**config.mk**
```make
export PLATFORM = sky130hd
export DESIGN_NAME = double_hash_table_unit_flat
export DESIGN_NICKNAME = d
export VERILOG_FILES = /design/src/design/dht_pkg.sv /design/src/design/dht_ifs.sv /design/src/design/dht_hash.sv /design/src/design/double_hash_table_unit.sv /design/src/flat_wrapper.sv
export VERILOG_INCLUDE_DIRS = /design/src /design/src/design
export SDC_FILE = /design/constraint.sdc
export NUM_CORES = 1
export LEC_CHECK = 0
export ABC_CLOCK_PERIOD_IN_PS = 8550
export BUFFER_PORTS_ARGS = -buffer_cell sky130_fd_sc_hd__buf_4
export CORE_MARGIN = 10
export CORE_UTILIZATION = 47
export CTS_CLUSTER_SIZE = 24
export DETAILED_ROUTE_END_ITERATION = 8
export GPL_ROUTABILITY_DRIVEN = 0
export HOLD_SLACK_MARGIN = 0.08
export PLACE_DENSITY = 0.75
export SYNTH_ARGS = -nofsm -noshare
export SYNTH_HDL_FRONTEND = slang
export SYNTH_SLANG_ARGS = --single-unit
```
**constraint.sdc**
```tcl
create_clock -name i_clk -period 8.55 [get_ports i_clk]
set_input_delay 0.855 -clock i_clk [delete_from_list [all_inputs] [get_ports i_clk]]
set_output_delay 0.855 -clock i_clk [all_outputs]
set_load 0.05 [all_outputs]
```
**src/design/double_hash_table_unit_macros.svh**
```systemverilog
// Assertion macros of the double hash table RTL.
// Included by double_hash_table_unit, the only module that carries concurrent assertions.
`ifndef DOUBLE_HASH_TABLE_UNIT_MACROS_SVH
`define DOUBLE_HASH_TABLE_UNIT_MACROS_SVH

// The consequent must hold in the same cycle as the antecedent.
`define DHT_ASSERT_NOW(label, clk, rst_n, ante, cons, msg) \
    label: assert property (@(posedge clk) disable iff (!rst_n) (ante) |-> (cons)) \
        else $error(msg);

// The consequent must hold in the cycle after the antecedent.
`define DHT_ASSERT_NEXT(label, clk, rst_n, ante, cons, msg) \
    label: assert property (@(posedge clk) disable iff (!rst_n) (ante) |=> (cons)) \
        else $error(msg);

`endif

```
**src/design/dht_pkg.sv**
```systemverilog
// Package of the double hash table: sizes, codes, payload types and a helper function.
// Depends on nothing; every other file of the block but the macro header uses it.
`default_nettype none

package dht_pkg;

    localparam int TABLE_SIZE = 10;
    localparam int SLOT_W     = (TABLE_SIZE > 1) ? $clog2(TABLE_SIZE) : 1;
    localparam int CNT_W      = $clog2(TABLE_SIZE + 1);

    localparam int VAL_W  = 16;
    localparam int CMD_W  = 2;
    localparam int STAT_W = 2;
    localparam int IDX_W  = 4;

    localparam int REM_W = 4;

    // The remainders come from exact reciprocal quotients: for every 16-bit value,
    // floor(v * RECIP / 2^SH) equals floor(v / modulus).
    localparam int RECIP_W         = 17;
    localparam int PROD_W          = VAL_W + RECIP_W;
    localparam int RECIP_BASE_SH   = 20;
    localparam int RECIP_STRIDE_SH = 19;

    // Probe positions are sums of a slot (or base) and a stride, reduced modulo the table size.
    localparam int SUM_W      = 5;
    localparam int WRAP_STEPS = ((1 << SUM_W) - 1) / TABLE_SIZE;

    typedef logic [CMD_W-1:0]  t_cmd;
    typedef logic [STAT_W-1:0] t_status;
    typedef logic [VAL_W-1:0]  t_value;
    typedef logic [SLOT_W-1:0] t_slot;
    typedef logic [IDX_W-1:0]  t_index;
    typedef logic [REM_W-1:0]  t_rem;
    typedef logic [RECIP_W-1:0] t_recip;

    localparam t_cmd CMD_INSERT = 2'd0;
    localparam t_cmd CMD_SEARCH = 2'd1;
    localparam t_cmd CMD_DELETE = 2'd2;

    localparam t_status ST_OK        = 2'd0;
    localparam t_status ST_NOT_FOUND = 2'd1;
    localparam t_status ST_FULL      = 2'd2;

    localparam t_rem MOD_BASE   = 4'd13;
    localparam t_rem MOD_STRIDE = 4'd7;

    // ceil(2^20 / 13) and ceil(2^19 / 7).
    localparam t_recip RECIP_BASE   = 17'd80660;
    localparam t_recip RECIP_STRIDE = 17'd74899;

    typedef struct packed {
        logic done;
        t_rem base;
        t_rem stride;
    } t_hash_res;

    // Reduce a small sum modulo the table size by repeated compare and subtract.
    function automatic t_slot wrap_slot(logic [SUM_W-1:0] x);
        logic [SUM_W-1:0] y;
        y = x;
        for (int k = 0; k < WRAP_STEPS; k++) begin
            if (y >= SUM_W'(TABLE_SIZE)) begin
                y = y - SUM_W'(TABLE_SIZE);
            end
        end
        return y[SLOT_W-1:0];
    endfunction

endpackage

`default_nettype wire

```
**src/design/dht_ifs.sv**
```systemverilog
// Valid/ready channel interfaces of the double hash table: command beats in, result beats out.
// Depends on dht_pkg for the payload types.
`default_nettype none

interface dht_in_if;
    logic            valid;
    logic            ready;
    dht_pkg::t_cmd   command;
    dht_pkg::t_value value;

    modport source (output valid, output command, output value, input ready);
    modport sink   (input valid, input command, input value, output ready);
endinterface

interface dht_out_if;
    logic             valid;
    logic             ready;
    dht_pkg::t_status status;
    dht_pkg::t_index  slot_index;

    modport source (output valid, output status, output slot_index, input ready);
    modport sink   (input valid, input status, input slot_index, output ready);
endinterface

`default_nettype wire

```
**src/design/dht_hash.sv**
```systemverilog
// Remainder unit: value mod 13 and the stride 7 - (value mod 7) by reciprocal multiplication.
// Depends on dht_pkg.
`default_nettype none

module dht_hash (
    input  wire logic               i_clk,
    input  wire logic               i_rst_n,
    input  wire logic               i_start,
    input  wire dht_pkg::t_value    i_value,
    output dht_pkg::t_hash_res      o_res
);

    logic                        r_busy;
    logic                        r_done;
    dht_pkg::t_value             r_val;
    dht_pkg::t_value             r_q13;
    dht_pkg::t_value             r_q7;
    dht_pkg::t_rem               r_r13;
    dht_pkg::t_rem               r_r7;
    logic [dht_pkg::PROD_W-1:0]  prod13;
    logic [dht_pkg::PROD_W-1:0]  prod7;
    dht_pkg::t_value             rem13;
    dht_pkg::t_value             rem7;

    // The quotients come from one multiply each and are registered; the remainders are then formed and registered.
    assign prod13 = dht_pkg::PROD_W'(i_value) * dht_pkg::PROD_W'(dht_pkg::RECIP_BASE);
    assign prod7  = dht_pkg::PROD_W'(i_value) * dht_pkg::PROD_W'(dht_pkg::RECIP_STRIDE);
    assign rem13  = r_val - r_q13 * dht_pkg::t_value'(dht_pkg::MOD_BASE);
    assign rem7   = r_val - r_q7 * dht_pkg::t_value'(dht_pkg::MOD_STRIDE);

    always_ff @(posedge i_clk) begin
        if (!i_rst_n) begin
            r_busy <= 1'b0;
            r_done <= 1'b0;
        end else begin
            r_busy <= i_start;
            r_done <= r_busy;
        end
    end

    always_ff @(posedge i_clk) begin
        if (i_start) begin
            r_val <= i_value;
            r_q13 <= dht_pkg::t_value'(prod13 >> dht_pkg::RECIP_BASE_SH);
            r_q7  <= dht_pkg::t_value'(prod7 >> dht_pkg::RECIP_STRIDE_SH);
        end
        if (r_busy) begin
            r_r13 <= rem13[dht_pkg::REM_W-1:0];
            r_r7  <= rem7[dht_pkg::REM_W-1:0];
        end
    end

    assign o_res.done   = r_done;
    assign o_res.base   = r_r13;
    assign o_res.stride = dht_pkg::MOD_STRIDE - r_r7;

endmodule

`default_nettype wire

```
**src/design/double_hash_table_unit.sv**
```systemverilog
// Double hashing open-addressing table: top level with the slot memory and the probe walk.
// Depends on dht_pkg, dht_ifs, dht_hash and double_hash_table_unit_macros.svh.
//
// Usage. Command beats arrive on i_item (command, value); one result beat per command
// leaves on o_result (status, slot_index). Insert places the value in the first empty
// slot of its double hashing probe sequence, search follows the same sequence, delete
// scans the slots in order and clears the first match. Command code 3 changes nothing
// and answers not found.
// Flow. One command is worked on at a time. After the accept, the hash unit first
// multiplies by the reciprocals of 13 and 7 and registers the quotients, then forms the
// remainders; the probe walk then issues one slot memory read per cycle and checks each
// read in the cycle after it. A walk ends at the first probe that decides, or once all
// TABLE_SIZE probes are issued and checked. The result then moves to the output
// register as soon as that register is free. Every probe goes through the single read
// port of the slot memory. Code 3 skips the hash and the walk and goes straight to
// the result. The next command is accepted at the earliest at the edge that can take
// the result.
// Reset clears all slot valid bits at once, so the table starts empty with no sweep.
// Stall. The result sits in an output register; a new command is accepted while it
// waits. If a second result is ready before the first is taken, the block holds it and
// accepts nothing further until the output register frees.
`default_nettype none
`include "double_hash_table_unit_macros.svh"

module double_hash_table_unit (
    input  wire logic  i_clk,
    input  wire logic  i_rst_n,
    dht_in_if.sink     i_item,
    dht_out_if.source  o_result
);

    typedef enum logic [3:0] {
        S_IDLE = 4'b0001,
        S_HASH = 4'b0010,
        S_WALK = 4'b0100,
        S_DONE = 4'b1000
    } t_state;

    t_state                     r_state;
    t_state                     n_state;
    dht_pkg::t_cmd              r_cmd;
    dht_pkg::t_value            r_val;
    dht_pkg::t_slot             r_pos;
    dht_pkg::t_rem              r_stride;
    logic [dht_pkg::CNT_W-1:0]  r_iss_cnt;
    logic                       r_chk_vld;
    dht_pkg::t_slot             r_chk_pos;
    dht_pkg::t_value            r_rd_data;
    logic [dht_pkg::TABLE_SIZE-1:0] r_used;
    dht_pkg::t_value            r_mem [dht_pkg::TABLE_SIZE];
    dht_pkg::t_status           r_res_status;
    dht_pkg::t_index            r_res_slot;
    logic                       r_out_valid;
    dht_pkg::t_status           r_out_status;
    dht_pkg::t_index            r_out_slot;

    dht_pkg::t_hash_res         hash_res;
    logic                       in_acc;
    logic                       cmd_ok;
    logic                       walk;
    logic                       chk_used;
    logic                       chk_match;
    logic                       fin;
    logic                       hit;
    dht_pkg::t_status           fin_status;
    logic                       issue;
    logic                       out_free;
    logic                       ins_hit;
    logic                       del_hit;

    assign i_item.ready = (r_state == S_IDLE);
    assign in_acc       = i_item.valid && i_item.ready;
    assign cmd_ok       = (i_item.command == dht_pkg::CMD_INSERT)
                       || (i_item.command == dht_pkg::CMD_SEARCH)
                       || (i_item.command == dht_pkg::CMD_DELETE);

    dht_hash u_hash (
        .i_clk   (i_clk),
        .i_rst_n (i_rst_n),
        .i_start (in_acc && cmd_ok),
        .i_value (i_item.value),
        .o_res   (hash_res)
    );

    // Check stage of the walk: the slot read in the previous cycle is compared here.
    assign walk      = (r_state == S_WALK);
    assign chk_used  = r_used[r_chk_pos];
    assign chk_match = chk_used && (r_rd_data == r_val);

    always_comb begin
        fin        = 1'b0;
        hit        = 1'b0;
        fin_status = dht_pkg::ST_NOT_FOUND;
        if (walk && r_chk_vld) begin
            unique case (r_cmd)
                dht_pkg::CMD_INSERT: begin
                    if (!chk_used) begin
                        fin        = 1'b1;
                        hit        = 1'b1;
                        fin_status = dht_pkg::ST_OK;
                    end
                end
                dht_pkg::CMD_SEARCH: begin
                    if (!chk_used) begin
                        fin = 1'b1;
                    end else if (chk_match) begin
                        fin        = 1'b1;
                        hit        = 1'b1;
                        fin_status = dht_pkg::ST_OK;
                    end
                end
                dht_pkg::CMD_DELETE: begin
                    if (chk_match) begin
                        fin        = 1'b1;
                        hit        = 1'b1;
                        fin_status = dht_pkg::ST_OK;
                    end
                end
                default: begin
                    fin = 1'b1;
                end
            endcase
        end else if (walk && (r_iss_cnt == dht_pkg::CNT_W'(dht_pkg::TABLE_SIZE))) begin
            // Every probe was issued and checked without a decision.
            fin        = 1'b1;
            fin_status = (r_cmd == dht_pkg::CMD_INSERT) ? dht_pkg::ST_FULL
                                                        : dht_pkg::ST_NOT_FOUND;
        end
    end

    assign issue    = walk && !fin && (r_iss_cnt != dht_pkg::CNT_W'(dht_pkg::TABLE_SIZE));
    assign ins_hit  = fin && hit && (r_cmd == dht_pkg::CMD_INSERT);
    assign del_hit  = fin && hit && (r_cmd == dht_pkg::CMD_DELETE);
    assign out_free = !r_out_valid || o_result.ready;

    always_comb begin
        n_state = r_state;
        unique case (r_state)
            S_IDLE: begin
                if (in_acc) begin
                    n_state = cmd_ok ? S_HASH : S_DONE;
                end
            end
            S_HASH: begin
                if (hash_res.done) begin
                    n_state = S_WALK;
                end
            end
            S_WALK: begin
                if (fin) begin
                    n_state = S_DONE;
                end
            end
            S_DONE: begin
                if (out_free) begin
                    n_state = S_IDLE;
                end
            end
            default: begin
                n_state = S_IDLE;
            end
        endcase
    end

    // Control state, probe issue count, check valid, output valid and slot valid bits.
    always_ff @(posedge i_clk) begin
        if (!i_rst_n) begin
            r_state     <= S_IDLE;
            r_used      <= '0;
            r_chk_vld   <= 1'b0;
            r_iss_cnt   <= '0;
            r_out_valid <= 1'b0;
        end else begin
            r_state <= n_state;
            if (r_state == S_HASH) begin
                r_chk_vld <= 1'b0;
                r_iss_cnt <= '0;
            end else if (walk) begin
                r_chk_vld <= issue;
                if (issue) begin
                    r_iss_cnt <= r_iss_cnt + 1'b1;
                end
            end
            if (ins_hit) begin
                r_used[r_chk_pos] <= 1'b1;
            end else if (del_hit) begin
                r_used[r_chk_pos] <= 1'b0;
            end
            if ((r_state == S_DONE) && out_free) begin
                r_out_valid <= 1'b1;
            end else if (o_result.ready) begin
                r_out_valid <= 1'b0;
            end
        end
    end

    // Item payload, probe position and result registers.
    always_ff @(posedge i_clk) begin
        if (in_acc) begin
            r_cmd        <= i_item.command;
            r_val        <= i_item.value;
            r_res_status <= dht_pkg::ST_NOT_FOUND;
            r_res_slot   <= '0;
        end
        if ((r_state == S_HASH) && hash_res.done) begin
            // Delete scans slot 0 upward; the others start at probe one of the sequence.
            if (r_cmd == dht_pkg::CMD_DELETE) begin
                r_pos    <= '0;
                r_stride <= dht_pkg::t_rem'(1);
            end else begin
                r_pos    <= dht_pkg::wrap_slot(dht_pkg::SUM_W'(hash_res.base)
                                             + dht_pkg::SUM_W'(hash_res.stride));
                r_stride <= hash_res.stride;
            end
        end else if (issue) begin
            r_chk_pos <= r_pos;
            r_pos     <= dht_pkg::wrap_slot(dht_pkg::SUM_W'(r_pos) + dht_pkg::SUM_W'(r_stride));
        end
        if (fin) begin
            r_res_status <= fin_status;
            r_res_slot   <= hit ? dht_pkg::IDX_W'(r_chk_pos) : '0;
        end
        if ((r_state == S_DONE) && out_free) begin
            r_out_status <= r_res_status;
            r_out_slot   <= r_res_slot;
        end
    end

    // Slot value memory: one read port, one write port, registered read data.
    always_ff @(posedge i_clk) begin
        if (issue) begin
            r_rd_data <= r_mem[r_pos];
        end
        if (ins_hit) begin
            r_mem[r_chk_pos] <= r_val;
        end
    end

    assign o_result.valid      = r_out_valid;
    assign o_result.status     = r_out_status;
    assign o_result.slot_index = r_out_slot;

    `DHT_ASSERT_NOW(a_out_from_done, i_clk, i_rst_n, r_out_valid && !$past(r_out_valid), $past(r_state == S_DONE), "result beat appeared without a finished command")
    `DHT_ASSERT_NOW(a_slot_zero, i_clk, i_rst_n, r_out_valid && (r_out_status != dht_pkg::ST_OK), r_out_slot == '0, "slot index not zero on a failed command")
    `DHT_ASSERT_NOW(a_probe_cap, i_clk, i_rst_n, walk, r_iss_cnt <= dht_pkg::CNT_W'(dht_pkg::TABLE_SIZE), "probe walk ran past the table size")
    `DHT_ASSERT_NEXT(a_insert_marks, i_clk, i_rst_n, ins_hit, r_used[$past(r_chk_pos)], "inserted slot not marked used")

endmodule

`default_nettype wire

```
**src/flat_wrapper.sv**
```systemverilog
// flat-port wrapper written by rule: the top's interface ports become plain ports
module double_hash_table_unit_flat 
  (i_clk, i_rst_n, i_item_valid, i_item_command, i_item_value, i_item_ready, o_result_valid, o_result_status, o_result_slot_index, o_result_ready);
  dht_in_if i_item_i ();
  dht_out_if o_result_i ();
  input  wire logic i_clk;
  input  wire logic i_rst_n;
  input wire logic [$bits(i_item_i.valid)-1:0] i_item_valid;
  input wire logic [$bits(i_item_i.command)-1:0] i_item_command;
  input wire logic [$bits(i_item_i.value)-1:0] i_item_value;
  output wire logic [$bits(i_item_i.ready)-1:0] i_item_ready;
  output wire logic [$bits(o_result_i.valid)-1:0] o_result_valid;
  output wire logic [$bits(o_result_i.status)-1:0] o_result_status;
  output wire logic [$bits(o_result_i.slot_index)-1:0] o_result_slot_index;
  input wire logic [$bits(o_result_i.ready)-1:0] o_result_ready;
  assign i_item_i.valid = i_item_valid;
  assign i_item_i.command = i_item_command;
  assign i_item_i.value = i_item_value;
  assign i_item_ready = i_item_i.ready;
  assign o_result_valid = o_result_i.valid;
  assign o_result_status = o_result_i.status;
  assign o_result_slot_index = o_result_i.slot_index;
  assign o_result_i.ready = o_result_ready;
  double_hash_table_unit u_core (.i_clk(i_clk), .i_rst_n(i_rst_n), .i_item(i_item_i), .o_result(o_result_i));
endmodule
```
# Word-level counts from Yosys, hierarchy flattened
# Memory sizes are Yosys's and may differ from the RTL's. A register that Yosys moved wholly into a read port is not among the register bits.
# Index checks and enable logic that the tools add are counted.
[op_classes] reduce_logical=28 magnitude_cmp=8 mux=54 bitwise_logic=5 mul=4 n_addsub=12 eq_ne=15
[ops] operator="5-bit 2-to-1 mux" n=12
[ops] operator="4-bit 2-to-1 mux" n=13
[ops] operator="16-bit by 17-bit multiplier with 33-bit output (second input constant)" n=1
[ops] operator="16-bit by 15-bit multiplier with 31-bit output (second input constant)" n=1
[ops] operator="5-bit by 4-bit greater-or-equal comparator with 1-bit output (second input constant)" n=6
[ops] operator="10-bit 2-to-1 mux" n=2
[ops] operator="5-bit by 4-bit subtractor with 5-bit output (second input constant)" n=4
[ops] operator="16-bit == test" n=1
[ops] operator="4-bit one-hot mux with 4 select lines" n=1
[ops] operator="1-bit 2-to-1 mux" n=15
[ops] operator="14-bit by 3-bit multiplier with 4-bit output (second input constant)" n=1
[ops] operator="1-bit logical AND" n=13
[ops] operator="13-bit by 4-bit multiplier with 4-bit output (second input constant)" n=1
[ops] operator="2-bit 2-to-1 mux" n=6
[ops] operator="4-bit by 4-bit adder with 5-bit output" n=2
[ops] operator="10-bit bitwise AND" n=1
[ops] operator="10-bit NOT" n=1
[ops] operator="10-bit OR" n=1
[ops] operator="4-bit == test (second input constant)" n=2
[ops] operator="2-bit nonzero test" n=4
[ops] operator="4-bit subtractor" n=2
[ops] operator="4-bit subtractor (second input constant)" n=2
[ops] operator="2-bit inequality test (second input constant)" n=3
[ops] operator="1-bit one-hot mux with 3 select lines" n=2
[ops] operator="21 further kinds" n=29
[word_totals] output_inout_bits=8 ram_bits=160 reg_bits=103 memories=1
[mem_list] memory="u_core.r_mem" depth=10 word_bits=16 rd=1 rd_clocked_by_memory_dff=1 write_ports=1 line="double_hash_table_unit.sv:50" text="dht_pkg::t_value r_mem [dht_pkg::TABLE_SIZE];"

# Depth between registers and ports, before layout
# Gate-level depths: netlist of the first run.
[logic_depth] word_depth=20 ltp_mapped=23

# Cells and area by module
# From an unflattened synthesis of the first run, not the netlist that was laid out.
[hier_totals] cells_unflattened=1300 area_unflattened_um2=16768.6
[modules_own_cells] mod="double_hash_table_unit" instances=1 cells_each=661 seq_area_each_um2=6946.7 area_per_inst_um2=10326.2
[modules_own_cells] mod="dht_hash" instances=1 cells_each=639 seq_area_each_um2=640.6 area_per_inst_um2=6442.4

# Least setup slack after synthesis of the first run
# OpenSTA, ideal clock, no wires.
[synth_path] kind="in2reg" start="input i_item_value[5]" end="register u_core.u_hash.r_q13[2] (data pin)" path_stages=17 path_buffers=0 required_ns=8.288 setup_slack_ns=2.941 arrival_ns=5.347 path_cell_list="inv_1 ha_1 fa_1 inv_1 ha_1 fa_1 fa_1 inv_1 fa_1 inv_1 ha_1 and4_1 a41oi_1 o22ai_1 o41ai_1 o21bai_1 xor2_1"
[synth_between] elab_chain_len=1
[synth_lines] item="start: declaration" line="flat_wrapper.sv:10" text="input wire logic [$bits(i_item_i.value)-1:0] i_item_value;"
[synth_lines] item="16-bit by 15-bit multiplier with 31-bit output" line="dht_hash.sv:26" text="assign prod13 = dht_pkg::PROD_W'(i_value) * dht_pkg::PROD_W'(dht_pkg::RECIP_BASE);"
[synth_lines] item="via u_core.u_hash.prod13, one bit" line="dht_hash.sv:20" text="logic [dht_pkg::PROD_W-1:0] prod13;"
[synth_lines] item="end signal: assignment" line="dht_hash.sv:44" text="r_q13 <= dht_pkg::t_value'(prod13 >> dht_pkg::RECIP_BASE_SH);"
[synth_lines] item="end: declaration" line="dht_hash.sv:16" text="dht_pkg::t_value r_q13;"
# The timed path passes the listed nets, and every way through them passes these cells.
# A chain may end at the register's enable or synchronous reset.

# Final worst setup path of the first run
[layout_path] start="register u_core.r_pos[1]" end="register u_core.r_pos[2] (data pin)"
[layout_between] elab_chain_len=13
[layout_lines] item="start: declaration" line="double_hash_table_unit.sv:43" text="dht_pkg::t_slot r_pos;"
[layout_lines] item="start signal: assignment" line="double_hash_table_unit.sv:211" text="r_pos <= dht_pkg::wrap_slot(dht_pkg::SUM_W'(hash_res.base)"
[layout_lines] item="start signal: assignment" line="double_hash_table_unit.sv:217" text="r_pos <= dht_pkg::wrap_slot(dht_pkg::SUM_W'(r_pos) + dht_pkg::SUM_W'(r_stride));"
[layout_lines] item="4-bit by 4-bit adder with 5-bit output *" line="double_hash_table_unit.sv:217"
[layout_lines] item="5-bit by 4-bit subtractor with 5-bit output / 5-bit by 4-bit greater-or-equal comparator with 1-bit output (equally long branches)" line="dht_pkg.sv:64, dht_pkg.sv:63"
[layout_lines] item="5-bit 2-to-1 mux *" line="dht_pkg.sv:63" text="if (y >= SUM_W'(TABLE_SIZE)) begin"
[layout_lines] item="5-bit 2-to-1 mux *" line="double_hash_table_unit.sv:215" text="end else if (issue) begin"
[layout_lines] item="5-bit 2-to-1 mux *" line="double_hash_table_unit.sv:205" text="if ((r_state == S_HASH) && hash_res.done) begin"
[layout_lines] item="5-bit by 4-bit subtractor with 5-bit output / 5-bit by 4-bit greater-or-equal comparator with 1-bit output (equally long branches)" line="dht_pkg.sv:64, dht_pkg.sv:63"
[layout_lines] item="5-bit 2-to-1 mux *" line="dht_pkg.sv:63"
[layout_lines] item="5-bit 2-to-1 mux *" line="double_hash_table_unit.sv:215"
[layout_lines] item="5-bit 2-to-1 mux *" line="double_hash_table_unit.sv:205"
[layout_lines] item="4-bit subtractor / 5-bit by 4-bit greater-or-equal comparator with 1-bit output (equally long branches)" line="dht_pkg.sv:64, dht_pkg.sv:63"
[layout_lines] item="4-bit 2-to-1 mux *" line="dht_pkg.sv:63"
[layout_lines] item="4-bit 2-to-1 mux *" line="double_hash_table_unit.sv:215"
[layout_lines] item="4-bit 2-to-1 mux *" line="double_hash_table_unit.sv:205"
# Mark *: on every way between the ends. The rest lies on a longest branch, timed or not. The select of a mux whose other input is x is not followed.

==> results of run 1 <==
==> worst paths after layout <==
kind                          start                        end  slack [ns]  depth (start not counted)
min          u_core.r_res_status[1]  u_core.o_result.status[1]        0.42                          0
max reg2reg         u_core.r_pos[1]            u_core.r_pos[2]        2.79                         21
min reg2reg  u_core.r_res_status[1]  u_core.o_result.status[1]        0.42                          0
max                 u_core.r_pos[1]            u_core.r_pos[2]        2.79                         21
==> routing by layer <==
metal / part of all wire, % / GRT usage [%]
met4: 1.5 / 3.01
met5: 0 / 0
met3: 3.6 / 1.83
met2: 52 / 27.3
met1: 43 / 19.3
==> stage by stage <==
stage                     total power, mW  std cells  hold slack (ns)  worst slack, ns  instance area, um^2
after global routing                 5.88       1788            0.441             2.30                18200
after floorplan                      3.72       1264            0.400             2.94                16600
after global placement               4.25       1741            0.404             2.41                17400
after detailed placement             4.35       1741            0.408             2.33                17400
final                                5.39       1788            0.419             2.79                18200
after CTS                            5.45       1788            0.422             2.85                18200
==> area by class of cell <==
| type | instances | area share [%] |
|---|---|---|
| timing repair buffer | 43 | 1.77 |
| clock inverter | 14 | 0.522 |
| tap | 455 | 3.13 |
| sequential | 260 | 41.7 |
| multi-input combinational | 757 | 44.4 |
| clock buffer | 33 | 3.89 |
| inverter | 226 | 4.66 |
==> synth_stat cells (18+ instances only) <==
cell type	instances	area [um^2]
edfxtp_1	238	7150
inv_1	225	845
ha_1	187	2340
fa_1	103	2060
xnor2_1	55	482
nor2_1	53	199
a21oi_1	41	205
mux4_2	33	743
a211oi_1	23	173
dfxtp_1	22	440
nand2_1	22	82.6
mux2i_1	20	200
nor2b_1	20	125
o21ai_0	18	90.1
==> cells by family (layout without fill, tap and decap cells) <==
family | Yosys count | count (layout) | share of synthesized area, %
flip-flops | 260 | 260 | 45.7
XOR/XNOR | 67 | 67 | 3.54
AND/OR/NAND/NOR | 187 | 187 | 6.11
adder cells (fa/ha/maj) | 290 | 290 | 26.5
multiplexers | 59 | 59 | 6.18
AO/OA/AOI/OAI | 154 | 154 | 6.30
buffers and inverters | 247 | 316 | 5.64
==> state kept, by name (all words and copies together), names as in the netlist, 2 cells and up, named ones only <==
name	cells
u_core.r_stride	4
u_core.o_result.slot_index	4
u_core.o_result.status	2
u_core.r_res_slot	4
u_core.u_hash.r_q7	4
u_core.r_res_status	2
u_core.r_iss_cnt	4
u_core.r_pos	4
u_core.r_state	4
u_core.r_rd_data	16
u_core.r_cmd	2
u_core.r_val	16
u_core.u_hash.r_val	4
u_core.u_hash.r_r13	4
u_core.u_hash.r_r7	4
u_core.r_chk_pos	4
u_core.u_hash.r_q13	4
u_core.r_mem	160
==> report_power, final <==
part / leakage [nW] / internal, mW / switching, mW / total, mW
clock network: 0.387 / 0.614 / 0.458 / 1.07
registers: 2.33 / 1.55 / 0.0720 / 1.63
logic: 4.88 / 1.19 / 1.50 / 2.69
==> placed cells by master (no fill, tap or decap), types with 7 or more instances in the layout <==
cell type,n
a211oi_1,23
a21o_1,15
a21oi_1,41
and2_1,10
and3_1,11
buf_4,43
clkbuf_16,27
clkinv_1,8
dfxtp_1,22
edfxtp_1,238
fa_1,103
ha_1,187
inv_1,225
mux2i_1,20
mux4_2,33
nand2_1,22
nand2b_1,10
nand3_1,11
nor2_1,53
nor2b_1,20
nor3_1,7
o21a_1,9
o21ai_0,18
or3_1,7
xnor2_1,55
xor2_1,12
==> metrics, run 1 <==
outcome=completed; first-pass iteration count of the detailed router=4; core area=34700 um^2; crit-path cells=buf_4, fa_1, xor2_1, inv_1, ha_1, inv_1, a21oi_1, o31ai_1, mux2_2, inv_1, ha_1, o21ai_0, a32o_1, a211o_1, xor2_1, ha_1, inv_1, a2bb2oi_1, o221ai_1, or4_1, o311ai_0; Buffers on Ports=29; Worst Path Class, Setup=reg2reg; Worst Skew=0.0109 ns; final worst-path cycle share=67.4%; max-slew violations=0; DR DRC count=0; Req. time, crit path=8.88 ns; Pleak=7.60 nW; total CTS buffers=26; initial antenna violation count=0; final hold vios=0; CTS-repair resized insts=0; crit start category=flop; CTS tree=built; max_cap viols=0; Mapped Cells=1264; sequential share of the synthesized area=between 40% and 50%; worst-path maximum fanout=35; crit-path leading delay family=compound AO/OA/AOI/OAI gates; final wirelength=32.7 mm; routed vias/inst=5.36; grt ovf=0; Mapped Area=16600 um^2; syn nets=1576; Fill cells=2892; post-cts hold buffer count=0; min Tclk post-route=5.76 ns; post-route ant nets=0; die extent in x=a little over 200 um; WP buf/inv=5; HPWL Detailed=23.5 mm; nets=1626; synth unique cells=70; CTS Buffer Depth=3; All-Layer GR Usage=15.2%; worst-margin pin slew=1.14 ns; largest net degree at the start of global routing=50; RSZ-0062 raised after global routing=no; setup TNS=0 ns; Rel. slew slack=between 20% and 30%; asr flop ratio synth=0%; Critical Path Slowest Stage Cell=or4_1; row cnt=68; Area growth, synth to finish=9.72%; Cell Pwr Density=between 200 and 300 nW/um^2; number of synthesized register bits=260; die height=208 um; Clock Pin Slew Worst Setup and Hold Paths=0.06 ns; max incr delay on CP=about 0.52 ns; Seq. cell area=7590 um^2; initial DRC count=617; Min-Delay Path Class=reg2reg; CP arrival=6.09 ns; final setup vio count=0; die area=43200 um^2; multi-input logic area=8080 um^2; # Post-CTS Setup Buffers=0; # diodes=0; YS warnings=0; CTS HTree Levels=1; Critical Path Sink Type=flop; Starting Density=47.8%; clk_lat worst skew=0.53 ns; Final Core Density=52.5%; average footprint of a synthesized cell=13.1 um^2; share of layout cells above drive strength 1=roughly a tenth; top_reg_cell synth=edfxtp_1; Worst path most repeated cell=inv_1; Post-synth EDFFs=238; VDD IR-drop max=0.318 mV; I/O pin count=30; Vias=about 9600; Sink Count=260; wire per inst=18.3 um; vias in the first global route=between 10000 and 15000; first-pass GRT wire length=about 54 mm; root buf cell=clkbuf_16; fmax=174 MHz
(Power assumes the default switching activity.)
==> inputs of run 2 (changes only) <==
--- a/config.mk
+++ b/config.mk
@@ -6,7 +6,7 @@
 export SDC_FILE = /design/constraint.sdc
 export NUM_CORES = 1
 export LEC_CHECK = 0
-export ABC_CLOCK_PERIOD_IN_PS = 8550
+export ABC_CLOCK_PERIOD_IN_PS = 4650
 export BUFFER_PORTS_ARGS = -buffer_cell sky130_fd_sc_hd__buf_4
 export CORE_MARGIN = 10
 export CORE_UTILIZATION = 47
@@ -14,7 +14,7 @@
 export DETAILED_ROUTE_END_ITERATION = 8
 export GPL_ROUTABILITY_DRIVEN = 0
 export HOLD_SLACK_MARGIN = 0.08
-export PLACE_DENSITY = 0.75
+export PLACE_DENSITY = 0.77
 export SYNTH_ARGS = -nofsm -noshare
 export SYNTH_HDL_FRONTEND = slang
 export SYNTH_SLANG_ARGS = --single-unit
==> constraint.sdc (replaced) <==
create_clock -name i_clk -period 4.65 [get_ports i_clk]
set_input_delay 0.465 -clock i_clk [delete_from_list [all_inputs] [get_ports i_clk]]
set_output_delay 0.465 -clock i_clk [all_outputs]
set_load 0.05 [all_outputs]
==> run 2 against run 1 <==
  * Hold slack worse by 0.25 ns
  * Highest routed layer unchanged
  * First-iteration DRC count grew 2.6%
  * Sequential power rose by 84%
  * Largest power group unchanged
  * Fmax increased by 25%
  * Clock power increased by 80%
  * Combinational power increased by 140%
  * Die area unchanged
  * Critical path type unchanged
  * Global-route usage up 0.44 points
==> metrics, run 2 (synthesized netlist as in run 1, its figures left out) <==
wire per inst=18.0 um (-1.7%); number of flip-flops under the largest register name=160 (unchanged); commonest non-fill, non-tap cells in the layout=238 x edfxtp_1, 210 x inv_1, 165 x buf_4, 161 x ha_1, 97 x fa_1; biggest regs=u_core.r_mem x160, u_core.r_rd_data x16, u_core.r_val x16; Fill cells=2749 (-4.9%); Critical Path Sink Type=flop; final worst-path cycle share=98.7% (+31 points); setup TNS=0 ns (unchanged); nets=1748 (+7.5%); I/O pin count=30 (unchanged); Pleak=8.23 nW (+8.2%); Inst Count DP=1850 (+6.3%); Critical Path Slowest Stage Cell=fa_2; root buf cell=clkbuf_16; final setup vio count=0 (unchanged); row cnt=68 (unchanged); Min-Delay Path Class=in2reg; largest net degree at the start of global routing=50 (unchanged); outcome=completed; final hold vios=0 (unchanged); crit-path cells=ha_2, fa_2, inv_2, ha_4, inv_2, a21oi_2, o31ai_2, mux2_4, inv_4, ha_2, o21ai_2, a32o_1, a211o_1, mux2i_2, ha_2, inv_2, a2bb2oi_2, o221ai_2, or4_1, o311ai_2; VDD IR-drop max=0.626 mV (+97%); Switching Fraction=36.5% (-1.2 points); Finished Layout Cells=1908 (+6.7%); max incr delay on CP=0.63 ns (+0.11 ns); post-route ant nets=0 (unchanged); CTS HTree Levels=1 (unchanged); CTS Buffer Depth=3 (unchanged); core area=34700 um^2 (unchanged); routed vias/inst=5.34 (-0.44%); worst-margin pin slew=0.962 ns (-0.183 ns); worst hold slack=0.173 ns (-0.246 ns); Worst Skew=0.00840 ns (-0.00249 ns); Clock Pin Slew Worst Setup and Hold Paths=0.06 ns (about the same); initial DRC count=633 (+2.6%); first-pass GRT wire length=56.1 mm (+4.2%); worst-path maximum fanout=4 (-89%); RSZ-0062 raised after global routing=yes; HPWL Detailed=25.1 mm (+6.8%); max_cap viols=0 (unchanged); Worst Path Class, Setup=reg2reg; vias in the first global route=10905 (+8.1%); min Tclk post-route=4.59 ns (-1.17 ns); crit start category=flop; Biggest register=u_core.r_mem; reg2reg path depth=20 (-4.8%); combinational power share=56.9% (+7.0 points); # diodes=0 (unchanged); Starting Density=47.8% (unchanged); All-Layer GR Usage=15.6% (+0.44 points); die area=43200 um^2 (unchanged); share of layout cells above drive strength 1=22.8% (+13 points); Req. time, crit path=4.97 ns (-3.91 ns); fmax=218 MHz (+25%); final wirelength=34.3 mm (+4.9%); pre-CTS WS=-0.538 ns (-2.87 ns); post-cts hold buffer count=0 (unchanged); first-pass iteration count of the detailed router=5 (+1); Pint=7.26 mW (+120%); grt ovf=0 (unchanged); Vias=10191 (+6.2%); Rel. slew slack=35.0% (+12 points); die extent in x=208 um (unchanged); die height=208 um (unchanged); Net Sw Power=4.17 mW (+110%); total CTS buffers=24 (-7.7%); CP arrival=4.92 ns (-1.17 ns); Cell Pwr Density=583 nW/um^2 (+97%); CTS tree=built; Area growth, synth to finish=18.0%; Buffers on Ports=29 (unchanged); most common cell after layout, fill and taps aside=edfxtp_1; max-slew violations=0 (unchanged); initial antenna violation count=0 (unchanged); DR DRC count=0 (unchanged); Sink Count=260 (unchanged); sequential share of power=26.2% (-4.0 points); worst setup margin=0.0584 ns (-2.73 ns); clk_lat worst skew=0.51 ns (-0.02 ns); hold path depth=1 (+1); Clk pwr share=16.9% (-3.0 points)
[run 2: repair_timing]
item                                    CTS  global route
endpoints found under the hold margin     0             0
pin swaps                                 8            36
endpoints found under the setup margin    3             9
buffers inserted                          7             8
resized for setup                        13            49
[run 2: metal layers]
metal	track usage, %	vias up	part of all wire, %
li1	-	4798	-
met1	19.8	5102	42
met2	28.0	248	52
met3	1.54	43	4.1
met4	3.79	0	1.6
met5	0	-	0
[run 2: worst paths after layout]
path | startpoint | endpoint | slack, ns
hold reg to reg | u_core.r_res_slot[0] | u_core.o_result.slot_index[0] | 0.42
setup / recovery | u_core.r_stride[0] | u_core.r_pos[2] | 0.06
hold / removal | i_item_command[0] | u_core.r_cmd[0] | 0.17
setup reg to reg | u_core.r_stride[0] | u_core.r_pos[2] | 0.06
[run 2: power groups by stage]
| stage | sequential, mW | clock, mW | combinational, mW |
|---|---|---|---|
| after floorplan | 2.99 | 0 | 4.04 |
| after global placement | 3.04 | 0 | 5.59 |
| after detailed placement | 3.05 | 0 | 5.83 |
| after CTS | 3.00 | 1.97 | 6.06 |
| after global routing | 3.01 | 2.06 | 7.40 |
| final | 3.00 | 1.93 | 6.50 |
[run 2: critical path, delay by kind of cell (launching register included)]
family                   cells  cell delay, ns
AND/OR/NAND/NOR              1            0.52
multiplexers                 2            0.59
buffers and inverters        4            0.24
flip-flops                   1            0.39
adder cells (fa/ha/maj)      5            1.40
AO/OA/AOI/OAI                8            1.27
[run 2: final cells by class]
class                      count  area [um^2]  share of cell area (%)
sequential                   260         7590                    38.7
tap                          455          569                    2.91
clock inverter                13          113                   0.575
clock buffer                  30          664                    3.39
inverter                     226          855                    4.36
multi-input combinational    757         8540                    43.6
timing repair buffer         167         1270                    6.48
[run 2: through the flow]
stage	total power [mW]	util (%)	cell area, um^2
after global placement	8.63	53.0	18400
after detailed placement	8.87	53.0	18400
after global routing	12.5	56.4	19600
final	11.4	56.4	19600
after floorplan	7.03	-	16800
after CTS	11.0	55.5	19300
